<file path="src/cips_pkg.sv">
// Shared types, codes and constants for the cascaded incremental PID servo.
`timescale 1ns / 1ps

package cips_pkg;

  localparam int FRAC_BITS_DEF = 16;
  localparam int DATA_BITS_DEF = 32;
  localparam int FIELD_W       = 32;
  localparam int GAIN_W        = 32;
  localparam int LIM_W         = 31;
  localparam int CFG_IDX_W     = 3;

  localparam logic [CFG_IDX_W-1:0] REG_POS_KP    = 3'd0;
  localparam logic [CFG_IDX_W-1:0] REG_POS_KI    = 3'd1;
  localparam logic [CFG_IDX_W-1:0] REG_POS_KD    = 3'd2;
  localparam logic [CFG_IDX_W-1:0] REG_POS_LIMIT = 3'd3;
  localparam logic [CFG_IDX_W-1:0] REG_SPD_KP    = 3'd4;
  localparam logic [CFG_IDX_W-1:0] REG_SPD_KI    = 3'd5;
  localparam logic [CFG_IDX_W-1:0] REG_SPD_KD    = 3'd6;
  localparam logic [CFG_IDX_W-1:0] REG_SPD_LIMIT = 3'd7;

  localparam logic [LIM_W-1:0] LIMIT_RESET = '1;

  localparam logic MODE_SPEED = 1'b0;
  localparam logic MODE_POS   = 1'b1;

  typedef struct packed {
    logic                      mode;
    logic signed [FIELD_W-1:0] target;
    logic signed [FIELD_W-1:0] angle_feedback;
    logic signed [FIELD_W-1:0] rpm_feedback;
  } in_req_t;

  typedef struct packed {
    logic signed [FIELD_W-1:0] drive;
    logic signed [FIELD_W-1:0] speed_setpoint;
  } out_rsp_t;

  typedef enum logic [3:0] {
    OP_NONE,
    OP_LOAD,
    OP_ERR,
    OP_DIFF,
    OP_MLO,
    OP_MHI,
    OP_PROD,
    OP_ACC,
    OP_CLAMP,
    OP_OUT
  } op_t;

  typedef enum logic [1:0] {
    TERM_P,
    TERM_I,
    TERM_D
  } term_t;

  typedef enum logic [3:0] {
    ST_IDLE,
    ST_ERR,
    ST_DIFF,
    ST_MLO,
    ST_MHI,
    ST_PROD,
    ST_ACC,
    ST_CLAMP,
    ST_OUT
  } state_t;

  typedef struct packed {
    op_t   op;
    logic  loop_pos;
    term_t term;
  } cmd_t;

  typedef struct packed {
    logic mode;
    logic out_free;
  } stat_t;

endpackage

</file>
<file path="src/cips_ctrl.sv">
// Sequencer for the servo: steps both PID loops through the shared datapath.
`timescale 1ns / 1ps

module cips_ctrl (
  input  logic           clk,
  input  logic           rst_n,
  input  logic           in_valid,
  output logic           in_stall,
  input  cips_pkg::stat_t stat,
  output cips_pkg::cmd_t  cmd
);
  import cips_pkg::*;

  state_t state_r, state_nxt;
  term_t  term_r, term_nxt;
  logic   loop_pos_r, loop_pos_nxt;
  logic   loop_pos_eff;

  assign loop_pos_eff = loop_pos_r && (stat.mode == MODE_POS);

  always_ff @(posedge clk) begin
    if (!rst_n) begin
      state_r    <= ST_IDLE;
      term_r     <= TERM_P;
      loop_pos_r <= 1'b0;
    end else begin
      state_r    <= state_nxt;
      term_r     <= term_nxt;
      loop_pos_r <= loop_pos_nxt;
    end
  end

  always_comb begin
    state_nxt    = state_r;
    term_nxt     = term_r;
    loop_pos_nxt = loop_pos_r;
    in_stall     = 1'b1;
    cmd.op       = OP_NONE;
    cmd.term     = term_r;
    cmd.loop_pos = loop_pos_eff;
    unique case (state_r)
      ST_IDLE: begin
        in_stall = 1'b0;
        if (in_valid) begin
          cmd.op       = OP_LOAD;
          loop_pos_nxt = 1'b1;
          state_nxt    = ST_ERR;
        end
      end
      ST_ERR: begin
        cmd.op    = OP_ERR;
        state_nxt = ST_DIFF;
      end
      ST_DIFF: begin
        cmd.op    = OP_DIFF;
        term_nxt  = TERM_P;
        state_nxt = ST_MLO;
      end
      ST_MLO: begin
        cmd.op    = OP_MLO;
        state_nxt = ST_MHI;
      end
      ST_MHI: begin
        cmd.op    = OP_MHI;
        state_nxt = ST_PROD;
      end
      ST_PROD: begin
        cmd.op    = OP_PROD;
        state_nxt = ST_ACC;
      end
      ST_ACC: begin
        cmd.op = OP_ACC;
        if (term_r == TERM_D) begin
          state_nxt = ST_CLAMP;
        end else begin
          state_nxt = ST_MLO;
          unique case (term_r)
            TERM_P:  term_nxt = TERM_I;
            TERM_I:  term_nxt = TERM_D;
            default: term_nxt = TERM_P;
          endcase
        end
      end
      ST_CLAMP: begin
        cmd.op = OP_CLAMP;
        if (loop_pos_eff) begin
          loop_pos_nxt = 1'b0;
          state_nxt    = ST_ERR;
        end else begin
          state_nxt = ST_OUT;
        end
      end
      ST_OUT: begin
        if (stat.out_free) begin
          cmd.op    = OP_OUT;
          state_nxt = ST_IDLE;
        end
      end
      default: state_nxt = ST_IDLE;
    endcase
  end

endmodule

</file>
<file path="src/cips_dp.sv">
// Servo datapath: gain registers, loop state, error terms, split multiplier, clamp.
`timescale 1ns / 1ps

module cips_dp #(
  parameter int FRAC_BITS = cips_pkg::FRAC_BITS_DEF,
  parameter int DATA_BITS = cips_pkg::DATA_BITS_DEF
) (
  input  logic                                clk,
  input  logic                                rst_n,
  input  cips_pkg::cmd_t                      cmd,
  output cips_pkg::stat_t                     stat,
  input  cips_pkg::in_req_t                   in_data,
  output logic                                out_valid,
  input  logic                                out_stall,
  output cips_pkg::out_rsp_t                  out_data,
  input  logic                                cfg_valid,
  output logic                                cfg_ready,
  input  logic [cips_pkg::CFG_IDX_W-1:0]      cfg_index,
  input  logic [cips_pkg::FIELD_W-1:0]        cfg_data
);
  import cips_pkg::*;

  localparam int DW   = DATA_BITS;
  localparam int HALF = DATA_BITS / 2;
  localparam int PLW  = GAIN_W + HALF + 1;
  localparam int PHW  = GAIN_W + DW - HALF;
  localparam int PW   = GAIN_W + DW;
  localparam int CW   = DW + 32;

  localparam logic signed [DW+1:0] W_MAX = {3'b000, {(DW-1){1'b1}}};
  localparam logic signed [DW+1:0] W_MIN = {3'b111, {(DW-1){1'b0}}};
  localparam logic signed [PW-1:0] P_MAX = {{(PW-DW+1){1'b0}}, {(DW-1){1'b1}}};
  localparam logic signed [PW-1:0] P_MIN = {{(PW-DW+1){1'b1}}, {(DW-1){1'b0}}};
  localparam logic signed [CW-1:0] I_MAX = {{33{1'b0}}, {(DW-1){1'b1}}};
  localparam logic signed [CW-1:0] I_MIN = {{33{1'b1}}, {(DW-1){1'b0}}};

  function automatic logic signed [DW-1:0] sat_w(input logic signed [DW+1:0] x);
    logic signed [DW-1:0] r;
    if (x > W_MAX)      r = W_MAX[DW-1:0];
    else if (x < W_MIN) r = W_MIN[DW-1:0];
    else                r = x[DW-1:0];
    return r;
  endfunction

  function automatic logic signed [DW-1:0] sat_p(input logic signed [PW-1:0] x);
    logic signed [DW-1:0] r;
    if (x > P_MAX)      r = P_MAX[DW-1:0];
    else if (x < P_MIN) r = P_MIN[DW-1:0];
    else                r = x[DW-1:0];
    return r;
  endfunction

  function automatic logic signed [DW-1:0] sat_i(input logic signed [FIELD_W-1:0] x);
    logic signed [CW-1:0] w;
    logic signed [DW-1:0] r;
    w = {{DW{x[FIELD_W-1]}}, x};
    if (w > I_MAX)      r = I_MAX[DW-1:0];
    else if (w < I_MIN) r = I_MIN[DW-1:0];
    else                r = w[DW-1:0];
    return r;
  endfunction

  function automatic logic signed [DW+1:0] ext2(input logic signed [DW-1:0] x);
    return {{2{x[DW-1]}}, x};
  endfunction

  function automatic logic [FIELD_W-1:0] to_field(input logic signed [DW-1:0] x);
    logic [CW-1:0] w;
    w = {{32{x[DW-1]}}, x};
    return w[FIELD_W-1:0];
  endfunction

  // configuration
  logic signed [GAIN_W-1:0] pos_kp_r, pos_ki_r, pos_kd_r;
  logic signed [GAIN_W-1:0] spd_kp_r, spd_ki_r, spd_kd_r;
  logic [LIM_W-1:0]         pos_limit_r, spd_limit_r;

  // loop state
  logic signed [DW-1:0] pos_acc_r, pos_e1_r, pos_e2_r;
  logic signed [DW-1:0] spd_acc_r, spd_e1_r, spd_e2_r;

  // working registers
  logic                 mode_r;
  logic signed [DW-1:0] target_r, angle_r, rpm_r, sp_r;
  logic signed [DW-1:0] e_r, d1_r, d2_r, prod_r;
  logic signed [DW+1:0] sum_r;
  logic signed [PLW-1:0] plo_r;
  logic signed [PHW-1:0] phi_r;
  logic                 out_valid_r;
  out_rsp_t             out_data_r;

  logic signed [DW-1:0]     ref_v, fdb_v, e1_v, e2_v, acc_v, term_v;
  logic signed [GAIN_W-1:0] gain_v;
  logic [LIM_W-1:0]         lim_v;
  logic signed [DW+1:0]     err_wide, d1_wide, d2_wide, sum_nxt;
  logic signed [DW-1:0]     e_nxt, d1_nxt, d2_nxt, prod_nxt, clamp_nxt, s_sat;
  logic signed [PLW-1:0]    plo_nxt;
  logic signed [PHW-1:0]    phi_nxt;
  logic signed [PW-1:0]     full_prod, shifted;
  logic signed [CW-1:0]     s_c, lim_c, nlim_c, res_c;

  assign cfg_ready     = 1'b1;
  assign out_valid     = out_valid_r;
  assign out_data      = out_data_r;
  assign stat.mode     = mode_r;
  assign stat.out_free = !out_valid_r || !out_stall;

  always_comb begin
    ref_v = cmd.loop_pos ? target_r : sp_r;
    fdb_v = cmd.loop_pos ? angle_r : rpm_r;
    e1_v  = cmd.loop_pos ? pos_e1_r : spd_e1_r;
    e2_v  = cmd.loop_pos ? pos_e2_r : spd_e2_r;
    acc_v = cmd.loop_pos ? pos_acc_r : spd_acc_r;
    lim_v = cmd.loop_pos ? pos_limit_r : spd_limit_r;
    unique case (cmd.term)
      TERM_P: begin
        gain_v = cmd.loop_pos ? pos_kp_r : spd_kp_r;
        term_v = d1_r;
      end
      TERM_I: begin
        gain_v = cmd.loop_pos ? pos_ki_r : spd_ki_r;
        term_v = e_r;
      end
      TERM_D: begin
        gain_v = cmd.loop_pos ? pos_kd_r : spd_kd_r;
        term_v = d2_r;
      end
      default: begin
        gain_v = '0;
        term_v = '0;
      end
    endcase
  end

  always_comb begin
    err_wide = ext2(ref_v) - ext2(fdb_v);
    e_nxt    = sat_w(err_wide);
    d1_wide  = ext2(e_r) - ext2(e1_v);
    d2_wide  = ext2(e_r) - (ext2(e1_v) <<< 1) + ext2(e2_v);
    d1_nxt   = sat_w(d1_wide);
    d2_nxt   = sat_w(d2_wide);

    // gain times term in two partial products: low half unsigned, high half signed
    plo_nxt  = PLW'(gain_v) * PLW'($signed({1'b0, term_v[HALF-1:0]}));
    phi_nxt  = PHW'(gain_v) * PHW'($signed(term_v[DW-1:HALF]));

    full_prod = $signed({phi_r, {HALF{1'b0}}})
              + $signed({{(PW-PLW){plo_r[PLW-1]}}, plo_r});
    shifted   = full_prod >>> FRAC_BITS;
    prod_nxt  = sat_p(shifted);

    sum_nxt   = sum_r + ext2(prod_r);

    s_sat  = sat_w(sum_r);
    s_c    = {{32{s_sat[DW-1]}}, s_sat};
    lim_c  = {{(CW-LIM_W){1'b0}}, lim_v};
    nlim_c = -lim_c;
    if (s_c > lim_c)       res_c = lim_c;
    else if (s_c < nlim_c) res_c = nlim_c;
    else                   res_c = s_c;
    clamp_nxt = res_c[DW-1:0];
  end

  always_ff @(posedge clk) begin
    if (!rst_n) begin
      pos_kp_r    <= '0;
      pos_ki_r    <= '0;
      pos_kd_r    <= '0;
      pos_limit_r <= LIMIT_RESET;
      spd_kp_r    <= '0;
      spd_ki_r    <= '0;
      spd_kd_r    <= '0;
      spd_limit_r <= LIMIT_RESET;
    end else if (cfg_valid && cfg_ready) begin
      unique case (cfg_index)
        REG_POS_KP:    pos_kp_r    <= cfg_data;
        REG_POS_KI:    pos_ki_r    <= cfg_data;
        REG_POS_KD:    pos_kd_r    <= cfg_data;
        REG_POS_LIMIT: pos_limit_r <= cfg_data[LIM_W-1:0];
        REG_SPD_KP:    spd_kp_r    <= cfg_data;
        REG_SPD_KI:    spd_ki_r    <= cfg_data;
        REG_SPD_KD:    spd_kd_r    <= cfg_data;
        REG_SPD_LIMIT: spd_limit_r <= cfg_data[LIM_W-1:0];
        default: ;
      endcase
    end
  end

  always_ff @(posedge clk) begin
    if (!rst_n) begin
      pos_acc_r <= '0;
      pos_e1_r  <= '0;
      pos_e2_r  <= '0;
      spd_acc_r <= '0;
      spd_e1_r  <= '0;
      spd_e2_r  <= '0;
    end else if (cmd.op == OP_CLAMP) begin
      if (cmd.loop_pos) begin
        pos_acc_r <= clamp_nxt;
        pos_e2_r  <= pos_e1_r;
        pos_e1_r  <= e_r;
      end else begin
        spd_acc_r <= clamp_nxt;
        spd_e2_r  <= spd_e1_r;
        spd_e1_r  <= e_r;
      end
    end
  end

  always_ff @(posedge clk) begin
    if (!rst_n) begin
      out_valid_r <= 1'b0;
    end else if (cmd.op == OP_OUT) begin
      out_valid_r <= 1'b1;
    end else if (!out_stall) begin
      out_valid_r <= 1'b0;
    end
  end

  always_ff @(posedge clk) begin
    unique case (cmd.op)
      OP_LOAD: begin
        mode_r   <= in_data.mode;
        target_r <= sat_i(in_data.target);
        angle_r  <= sat_i(in_data.angle_feedback);
        rpm_r    <= sat_i(in_data.rpm_feedback);
        sp_r     <= sat_i(in_data.target);
      end
      OP_ERR:  e_r <= e_nxt;
      OP_DIFF: begin
        d1_r  <= d1_nxt;
        d2_r  <= d2_nxt;
        sum_r <= ext2(acc_v);
      end
      OP_MLO:  plo_r  <= plo_nxt;
      OP_MHI:  phi_r  <= phi_nxt;
      OP_PROD: prod_r <= prod_nxt;
      OP_ACC:  sum_r  <= sum_nxt;
      OP_CLAMP: begin
        if (cmd.loop_pos) begin
          sp_r <= clamp_nxt;
        end
      end
      OP_OUT: begin
        out_data_r.drive          <= to_field(spd_acc_r);
        out_data_r.speed_setpoint <= to_field(sp_r);
      end
      default: ;
    endcase
  end

endmodule

</file>
<file path="src/cascaded_incremental_pid_servo.sv">
// One request at a time: in_stall is high from accept until the output step, which waits
// while the output is stalled. Position mode runs the position loop, whose clamped result is
// the speed setpoint, then the speed loop; each loop runs error and difference steps, three
// gain terms on one shared multiplier (two half-width partial products each) and a clamp step.
// Reset: rst_n synchronous active low; clears loop state, gains to zero, limits to full scale.
`timescale 1ns / 1ps

module cascaded_incremental_pid_servo #(
  parameter int FRAC_BITS = cips_pkg::FRAC_BITS_DEF,
  parameter int DATA_BITS = cips_pkg::DATA_BITS_DEF
) (
  input  logic                           clk,
  input  logic                           rst_n,
  input  logic                           in_valid,
  output logic                           in_stall,
  input  cips_pkg::in_req_t              in_data,
  output logic                           out_valid,
  input  logic                           out_stall,
  output cips_pkg::out_rsp_t             out_data,
  input  logic                           cfg_valid,
  output logic                           cfg_ready,
  input  logic [cips_pkg::CFG_IDX_W-1:0] cfg_index,
  input  logic [cips_pkg::FIELD_W-1:0]   cfg_data
);
  import cips_pkg::*;

  cmd_t  cmd;
  stat_t stat;

  cips_ctrl u_ctrl (
    .clk      (clk),
    .rst_n    (rst_n),
    .in_valid (in_valid),
    .in_stall (in_stall),
    .stat     (stat),
    .cmd      (cmd)
  );

  cips_dp #(
    .FRAC_BITS (FRAC_BITS),
    .DATA_BITS (DATA_BITS)
  ) u_dp (
    .clk       (clk),
    .rst_n     (rst_n),
    .cmd       (cmd),
    .stat      (stat),
    .in_data   (in_data),
    .out_valid (out_valid),
    .out_stall (out_stall),
    .out_data  (out_data),
    .cfg_valid (cfg_valid),
    .cfg_ready (cfg_ready),
    .cfg_index (cfg_index),
    .cfg_data  (cfg_data)
  );

endmodule
</file>
<file path="config.mk">
export PLATFORM = sky130hd
export DESIGN_NAME = cascaded_incremental_pid_servo
export DESIGN_NICKNAME = d
export VERILOG_FILES = /design/src/cips_pkg.sv /design/src/cips_ctrl.sv /design/src/cips_dp.sv /design/src/cascaded_incremental_pid_servo.sv
export SDC_FILE = /design/constraint.sdc
export NUM_CORES = 2
export LEC_CHECK = 0
export BUFFER_PORTS_ARGS = -buffer_cell sky130_fd_sc_hd__buf_2
export CAP_MARGIN = 20
export CORE_MARGIN = 2
export CORE_UTILIZATION = 50
export DETAILED_ROUTE_END_ITERATION = 10
export PLACE_DENSITY = 0.66
export RECOVER_POWER = 100
export SYNTH_ARGS = -nofsm -noshare
export SYNTH_HDL_FRONTEND = slang
export SYNTH_SLANG_ARGS = --single-unit
</file>
<file path="constraint.sdc">
create_clock -name clk -period 9.5 [get_ports clk]
set_input_delay 0.95 -clock clk [delete_from_list [all_inputs] [get_ports clk]]
set_output_delay 0.95 -clock clk [all_outputs]
set_load 0.01 [all_outputs]
</file>
# Word-level counts from Yosys, hierarchy flattened

Index checks and enable logic that the tools add are counted.

Logic and storage cells: 160
Flip-flop bits (word level): 906

Muxes and demuxes: 43
Multipliers: 2
Reductions and logical operators: 25
Add/subtract/negate cells: 7
Equal/unequal tests: 32
Order comparisons: 18
Bitwise logic cells: 1

Operator list:

| operator                                                                          | count |
|---|---|
| 32-bit two-way mux                                                                | 21 |
| 32-bit one-hot mux with 3 select lines                                            | 2 |
| 34-bit by 32-bit greater-than comparator with 1-bit output, second input constant | 4 |
| 34-bit by 32-bit less-than comparator with 1-bit output, second input constant    | 4 |
| 32-bit greater-than comparator, second input constant                             | 3 |
| 32-bit less-than comparator, second input constant                                | 3 |
| 4-bit one-hot mux with 9 select lines                                             | 2 |
| 34-bit by 32-bit adder with 34-bit output                                         | 2 |
| 34-bit one-hot mux with 2 select lines                                            | 1 |
| 32-bit by 32-bit subtractor with 33-bit output                                    | 2 |
| 64-bit by 49-bit adder with 64-bit output                                         | 1 |
| 32-bit by 64-bit less-than comparator with 1-bit output                           | 1 |
| 31-bit negation with 64-bit output                                                | 1 |
| 32-bit one-hot mux with 2 select lines                                            | 1 |
| 32-bit by 17-bit multiplier with 49-bit output                                    | 1 |
| 48-bit by 32-bit greater-than comparator with 1-bit output, second input constant | 1 |
| 48-bit by 32-bit less-than comparator with 1-bit output, second input constant    | 1 |
| 32-bit by 16-bit multiplier with 48-bit output                                    | 1 |
| 32-bit by 33-bit subtractor with 34-bit output                                    | 1 |
| 4-bit by 3-bit equality test with 1-bit output, second input constant             | 8 |
| 32-bit greater-than comparator                                                    | 1 |
| 31-bit two-way mux                                                                | 1 |
| 2-bit AND reduction                                                               | 13 |
| 4-bit by 2-bit equality test with 1-bit output, second input constant             | 4 |
| 24 further kinds                                                                  | 48 |

# Depth between registers and ports, before layout

Depth in word-level cells: 8
Gate-level depth with buffers: 33
Mapped depth without buffers: 28

# By module

Synthesis repeated with hierarchy kept, for this count alone.

Cells, all modules: 9463
Area total of the unflattened synthesis: 83976.8 um^2

By module, submodules not included:

| module    | cells each | area an instance (um^2) | sequential area each (um^2) | times used |
|---|---|---|---|---|
| cips_dp   | 9412       | 83565.1                 | 22041.1                     | 1 |
| cips_ctrl | 51         | 411.6                   | 140.1                       | 1 |

# Worst setup path after synthesis

No wires, ideal clock.

Path kind: reg-to-reg
Start: register u_dp.mode_r
End: register u_dp.phi_r[42] (data pin)
Library setup time: 262 ps
Arrival time: 8381 ps
Cell stages (with the launch flop): 30
Period minus slack after synthesis: 8644 ps
Setup slack: 856 ps
Required time: 9238 ps
Path buffers: 5
Path through: edfxtp_1 nand2_2 buf_1 buf_1 clkbuf_1 clkbuf_1 o21a_1 clkbuf_1 nand2_1 fa_1 inv_1 fa_1 fa_1 fa_1 fa_1 inv_1 fa_1 inv_1 ha_1 and3_1 a221oi_1 o31ai_1 or3b_2 a21oi_1 o21a_1 o21ai_0 o221a_2 a41oi_1 o21bai_1 xor2_1

Cells in the longest elaborated chain, start to end: 4
Elaborated cells on any way between the ends: 6
Those cells by class: 1 x mul; 4 x mux; 1 x reduce/logical

RTL lines:

| element                                            | line                                           | source |
|---|---|---|
| start, declared                                    | cips_dp.sv:83                                  | `logic mode_r;` |
| start signal, assigned                             | cips_dp.sv:223                                 | `mode_r <= in_data.mode;` |
| 1-bit logical AND (*)                              | cips_ctrl.sv:19                                | `assign loop_pos_eff = loop_pos_r && (stat.mode == MODE_POS);` |
| 32-bit two-way mux (on tied branches)              | cips_dp.sv:125, cips_dp.sv:117, cips_dp.sv:121 |  |
| 32-bit one-hot mux with 3 select lines (*)         | cips_dp.sv:115                                 | `unique case (cmd.term)` |
| 32-bit by 16-bit multiplier with 48-bit output (*) | cips_dp.sv:145                                 | `phi_nxt = PHW'(gain_v) * PHW'($signed(term_v[DW-1:HALF]));` |
| via u_dp.phi_nxt[42]                               | cips_dp.sv:98                                  | `logic signed [PHW-1:0] phi_nxt;` |
| end signal, assigned                               | cips_dp.sv:236                                 | `OP_MHI: phi_r <= phi_nxt;` |
| end, declared                                      | cips_dp.sv:88                                  | `logic signed [PHW-1:0] phi_r;` |

Mark *: on every way through the listed nets, which the timed path passes. The rest lies on a longest branch.
A chain may end at the register's enable or synchronous reset.

# Worst setup path after layout

Start: register u_dp.mode_r
End: register u_dp.spd_acc_r[26]

Cells in the longest elaborated chain, start to end: 6
Elaborated cells on any way between the ends: 9
Those cells by class: 1 x add/sub; 2 x order compare; 3 x mux; 1 x bitwise; 2 x reduce/logical

RTL lines:

| element                                                 | line            | source |
|---|---|---|
| 1-bit logical AND (*)                                   | cips_ctrl.sv:19 |  |
| 31-bit two-way mux                                      | cips_dp.sv:114  | `lim_v = cmd.loop_pos ? pos_limit_r : spd_limit_r;` |
| 31-bit negation with 64-bit output                      | cips_dp.sv:157  | `nlim_c = -lim_c;` |
| 32-bit by 64-bit less-than comparator with 1-bit output | cips_dp.sv:159  | `else if (s_c < nlim_c) res_c = nlim_c;` |
| 32-bit two-way mux                                      | cips_dp.sv:159  |  |
| 32-bit two-way mux                                      | cips_dp.sv:158  | `if (s_c > lim_c) res_c = lim_c;` |
| end signal, assigned                                    | cips_dp.sv:203  | `spd_acc_r <= clamp_nxt;` |
| end, declared                                           | cips_dp.sv:80   | `logic signed [DW-1:0] spd_acc_r, spd_e1_r, spd_e2_r;` |

Every way passes the cells marked *; elsewhere a longest branch is shown, timed or not.

==> reports/results.ini <==
[outcome]
status=complete, but fails checks
violations=max-capacitance violations, max-slew violations

[logic_synthesis]
synth_area_um2=83460
post_synth_num_cell_types=92
syn_avg_cell_area_um2=8.725
yosys_warnings=0
async_reset_ff_share_pct=0
synth_ff_type=dfxtp_1
synth-seq-cells=890
synth_fp_nets=11210
syn-instance-count=9566
synth_seq_area_share_pct=26.58
synth_edf_count=436

[global_route]
grt_max_degree=118
globalRoute.totalOverflow=0
antenna_found_initial=29
first_global_vias=68780
grt_pass1_wl_mm=416.7
grt.total_usage_pct=32.41

[floorplan]
initial_core_util_pct=50.47
die_w_um=412.6
io_pins=204
core-area_um2=165400
row_count=149
die_h_um=412.6
floorplan.die_area_um2=170200

[placed_design]
hpwl_mm=212.1
place_inst=11590
gp_congestion=0.9834
place_ws_ns=0.5597
placed_area_um2=87060
io_buffer_count=202

[clock_network]
cts_buffer_depth=3
clock_latency_ns=0.77
cts.sink_count=890
postCtsSetupRepairBufs=0
cts_root_buf=clkbuf_16
htreeDepth=3
cts_buffers=99
cts_tree=yes
clkTransAtPathRegs_ns=0.06

[worst_setup_path]
crit_slowest_cell=clkbuf_1
critPathCaptureType=register
path_cells=nand2_8 > buf_4 > clkbuf_1 > mux2_1 > or3_1 > or2_2 > nand2b_1 > nor4_1 > and3_1 > ha_1 > ha_1 > nand4_1 > or3_1 > nand4b_1 > nor3_1 > o311ai_0 > a21oi_1 > nor2_4 > a211oi_2 > clkbuf_2 > a21oi_1
arrival_ns=9.71
startpoint_type=register
crit_fanout=38
crit_required_ns=10.04
max_stage_delay_ns=1.32
crit_type=register to register

[cells_and_area]
regArea_um2=22190
area_delta_synth_final_pct=7.987
finalNetCount=11150
drive_above_1_share_pct=6.234
multi_input_area_um2=54290
fin_cells=11790
final_area_um2=90130
nFillCells=15020

[power_and_ir_drop]
irDropWorstVdd_mv=0.3410
p_switching_mw=10.03
p_sw_share_pct=45.67
p_int_mw=11.93
p_per_area_nw_per_um2=243.7
p_comb_share_pct=58.8
p_seq_share_pct=22.7
power_leakage_nw=39.80
power_frac_clock_pct=18.5

[timing]
max_slew_margin_pct=-156.3
slew_violations=1286
setup_tns_ns=0
fin_skew_ns=0.04525
fmax_mhz=109.0
finalSetupViolations=0
tightest_slew_ns=3.844
whs_ns=0.3580
fin_crit_sh_pct=96.55
fin_ws_ns=0.3282
fin_crit_ns=9.172
final_hold_viol_count=0
rsz0062_at_grt=false

[detailed_routing]
wl_mm=272.2
drtPass1Iterations=6
drt_iter0_markers=6210
wire_per_inst_um=23.09
via_per_inst=5.764
postRouteAntennaNets=0
drc=0
via_count=67940

[worst_hold_path]
hold_class=input pin to register

[run]
maxCapViolCount=28

per-layer routing:
layer	vias up	part of all wire (%)	routed length [um]	GRT usage (%)
met2	2857	45	123500	51.44
met5	-	0.096	262	0
met4	42	6.4	17280	17.74
met3	701	9.3	25270	7.549
met1	33620	39	105900	40.90
li1	30720	-	-	-
Yosys cell counts (10+ instances only):
cell type,instances,area (um^2)
a31oi_1,51,319.1
o31a_1,10,87.58
edfxtp_1,436,13090
maj3_1,14,140.1
nand4_1,55,344.1
buf_1,35,131.4
dfxtp_1,454,9089
clkbuf_2,32,160.2
buf_2,15,75.07
a21boi_0,12,90.09
nor2b_1,57,356.6
fa_1,1009,20200
a21o_1,156,1171
and4_1,21,183.9
nor3_1,60,300.3
ha_1,499,6243
o21ai_1,70,350.3
nor2_1,595,2233
o31ai_1,14,105.1
o221ai_1,35,306.5
a221oi_1,18,157.7
nor4_1,13,81.33
nand2_1,1992,7477
o22ai_1,37,231.5
nand3_1,166,830.8
xor2_1,99,867.1
or2_2,19,118.9
o211ai_1,27,202.7
a211oi_1,41,307.8
clkbuf_1,544,2042
xnor2_1,167,1463
nand2b_1,46,287.8
a311oi_1,14,122.6
mux2i_1,193,1932
inv_1,1250,4692
o21a_1,98,735.7
o21bai_1,33,247.7
a21oi_1,656,3283
and3_1,21,131.4
or3_1,17,106.4
and2_1,74,462.9
a211o_1,11,96.34
o21ai_0,276,1381
area by class of cell:
type	count	share of cell area [%]
diodes	6	0.01666
clock buffers	130	3.153
clock inverters	58	0.6761
inverters	1251	5.220
multi-input cells	6794	60.24
flip-flops and latches	890	24.62
well taps	2189	3.039
repair buffers	469	3.038
critical path, delay by kind of cell, from the launching register on:
family                   cells  cell delay, ns
AND/OR/NAND/NOR             11            4.08
flip-flops                   1            0.49
AO/OA/AOI/OAI                4            1.37
multiplexers                 1            0.58
adder cells (fa/ha/maj)      2            0.36
buffers and inverters        3            2.06
worst paths after layout:
check	start	to	slack [ns]	depth (start not counted)
max reg2reg	u_dp.mode_r$_DFFE_PP_	u_dp.spd_acc_r[26]$_SDFFE_PN0P_	0.33	21
min	in_data[31]	u_dp.rpm_r[31]$_SDFFCE_PN0P_	0.36	1
min reg2reg	u_dp.sp_r[17]$_DFFE_PP_	u_dp.out_data[17]$_DFFE_PP_	0.45	0
max	u_dp.mode_r$_DFFE_PP_	u_dp.spd_acc_r[26]$_SDFFE_PN0P_	0.33	21
state kept, by name, summed over array words and instances (netlist names), 33 cells and up:
name,flops
u_dp.out_data,64
u_dp.phi_r,48
u_dp.plo_r,33
u_dp.sum_r,34
kinds of logic (layout without fill, tap and decap cells):
kind of cell,count (synthesis),in the layout,share of synthesized area [%]
buffers and inverters,1882,1908,8.575
and+or+nand+nor,3173,3173,15.88
xor gates and xnor gates,266,266,2.791
DFF,890,890,26.58
AOI/OAI and AO/OA,1635,1635,11.95
adders and majority gates,1522,1522,31.85
muxes,197,197,2.369
other,1,7,0.004493
through the flow:
step	utilization, %	power, mW
after CTS	54.73	22.03
after global placement	52.64	17.75
after floorplan	-	13.98
after global routing	54.49	23.79
after detailed placement	52.65	17.91
final	54.50	21.96
power by group through the flow:
stage | clock [mW] | sequential (mW) | combinational (mW)
3_3_place_gp | 0 | 5.05 | 12.7
4_1_cts | 4.11 | 4.96 | 13.0
3_5_place_dp | 0 | 5.04 | 12.9
6_report | 4.07 | 4.98 | 12.9
2_1_floorplan | 0 | 4.92 | 9.06
5_1_grt | 4.26 | 4.99 | 14.5
placed cells by master (no fill, tap or decap), drive strengths merged, types with 56 or more instances in the layout:
cell type	n
buf	320
o21ai	348
clkbuf	279
nor2b	57
a21o	157
and2	74
edfxtp	436
o21a	98
a21oi	656
nand4	56
dfxtp	454
fa	1009
xor2	99
nor2	595
mux2i	193
xnor2	167
nand3	167
nand2	1993
inv	1261
nor3	61
ha	499
what timing repair did:
action                                  4_1_cts  5_1_grt
endpoints found under the setup margin        0        4
gates resized for setup                       0        1
hold buffers                                  0        0
No activity file was read; power rests on OpenSTA's default activity.
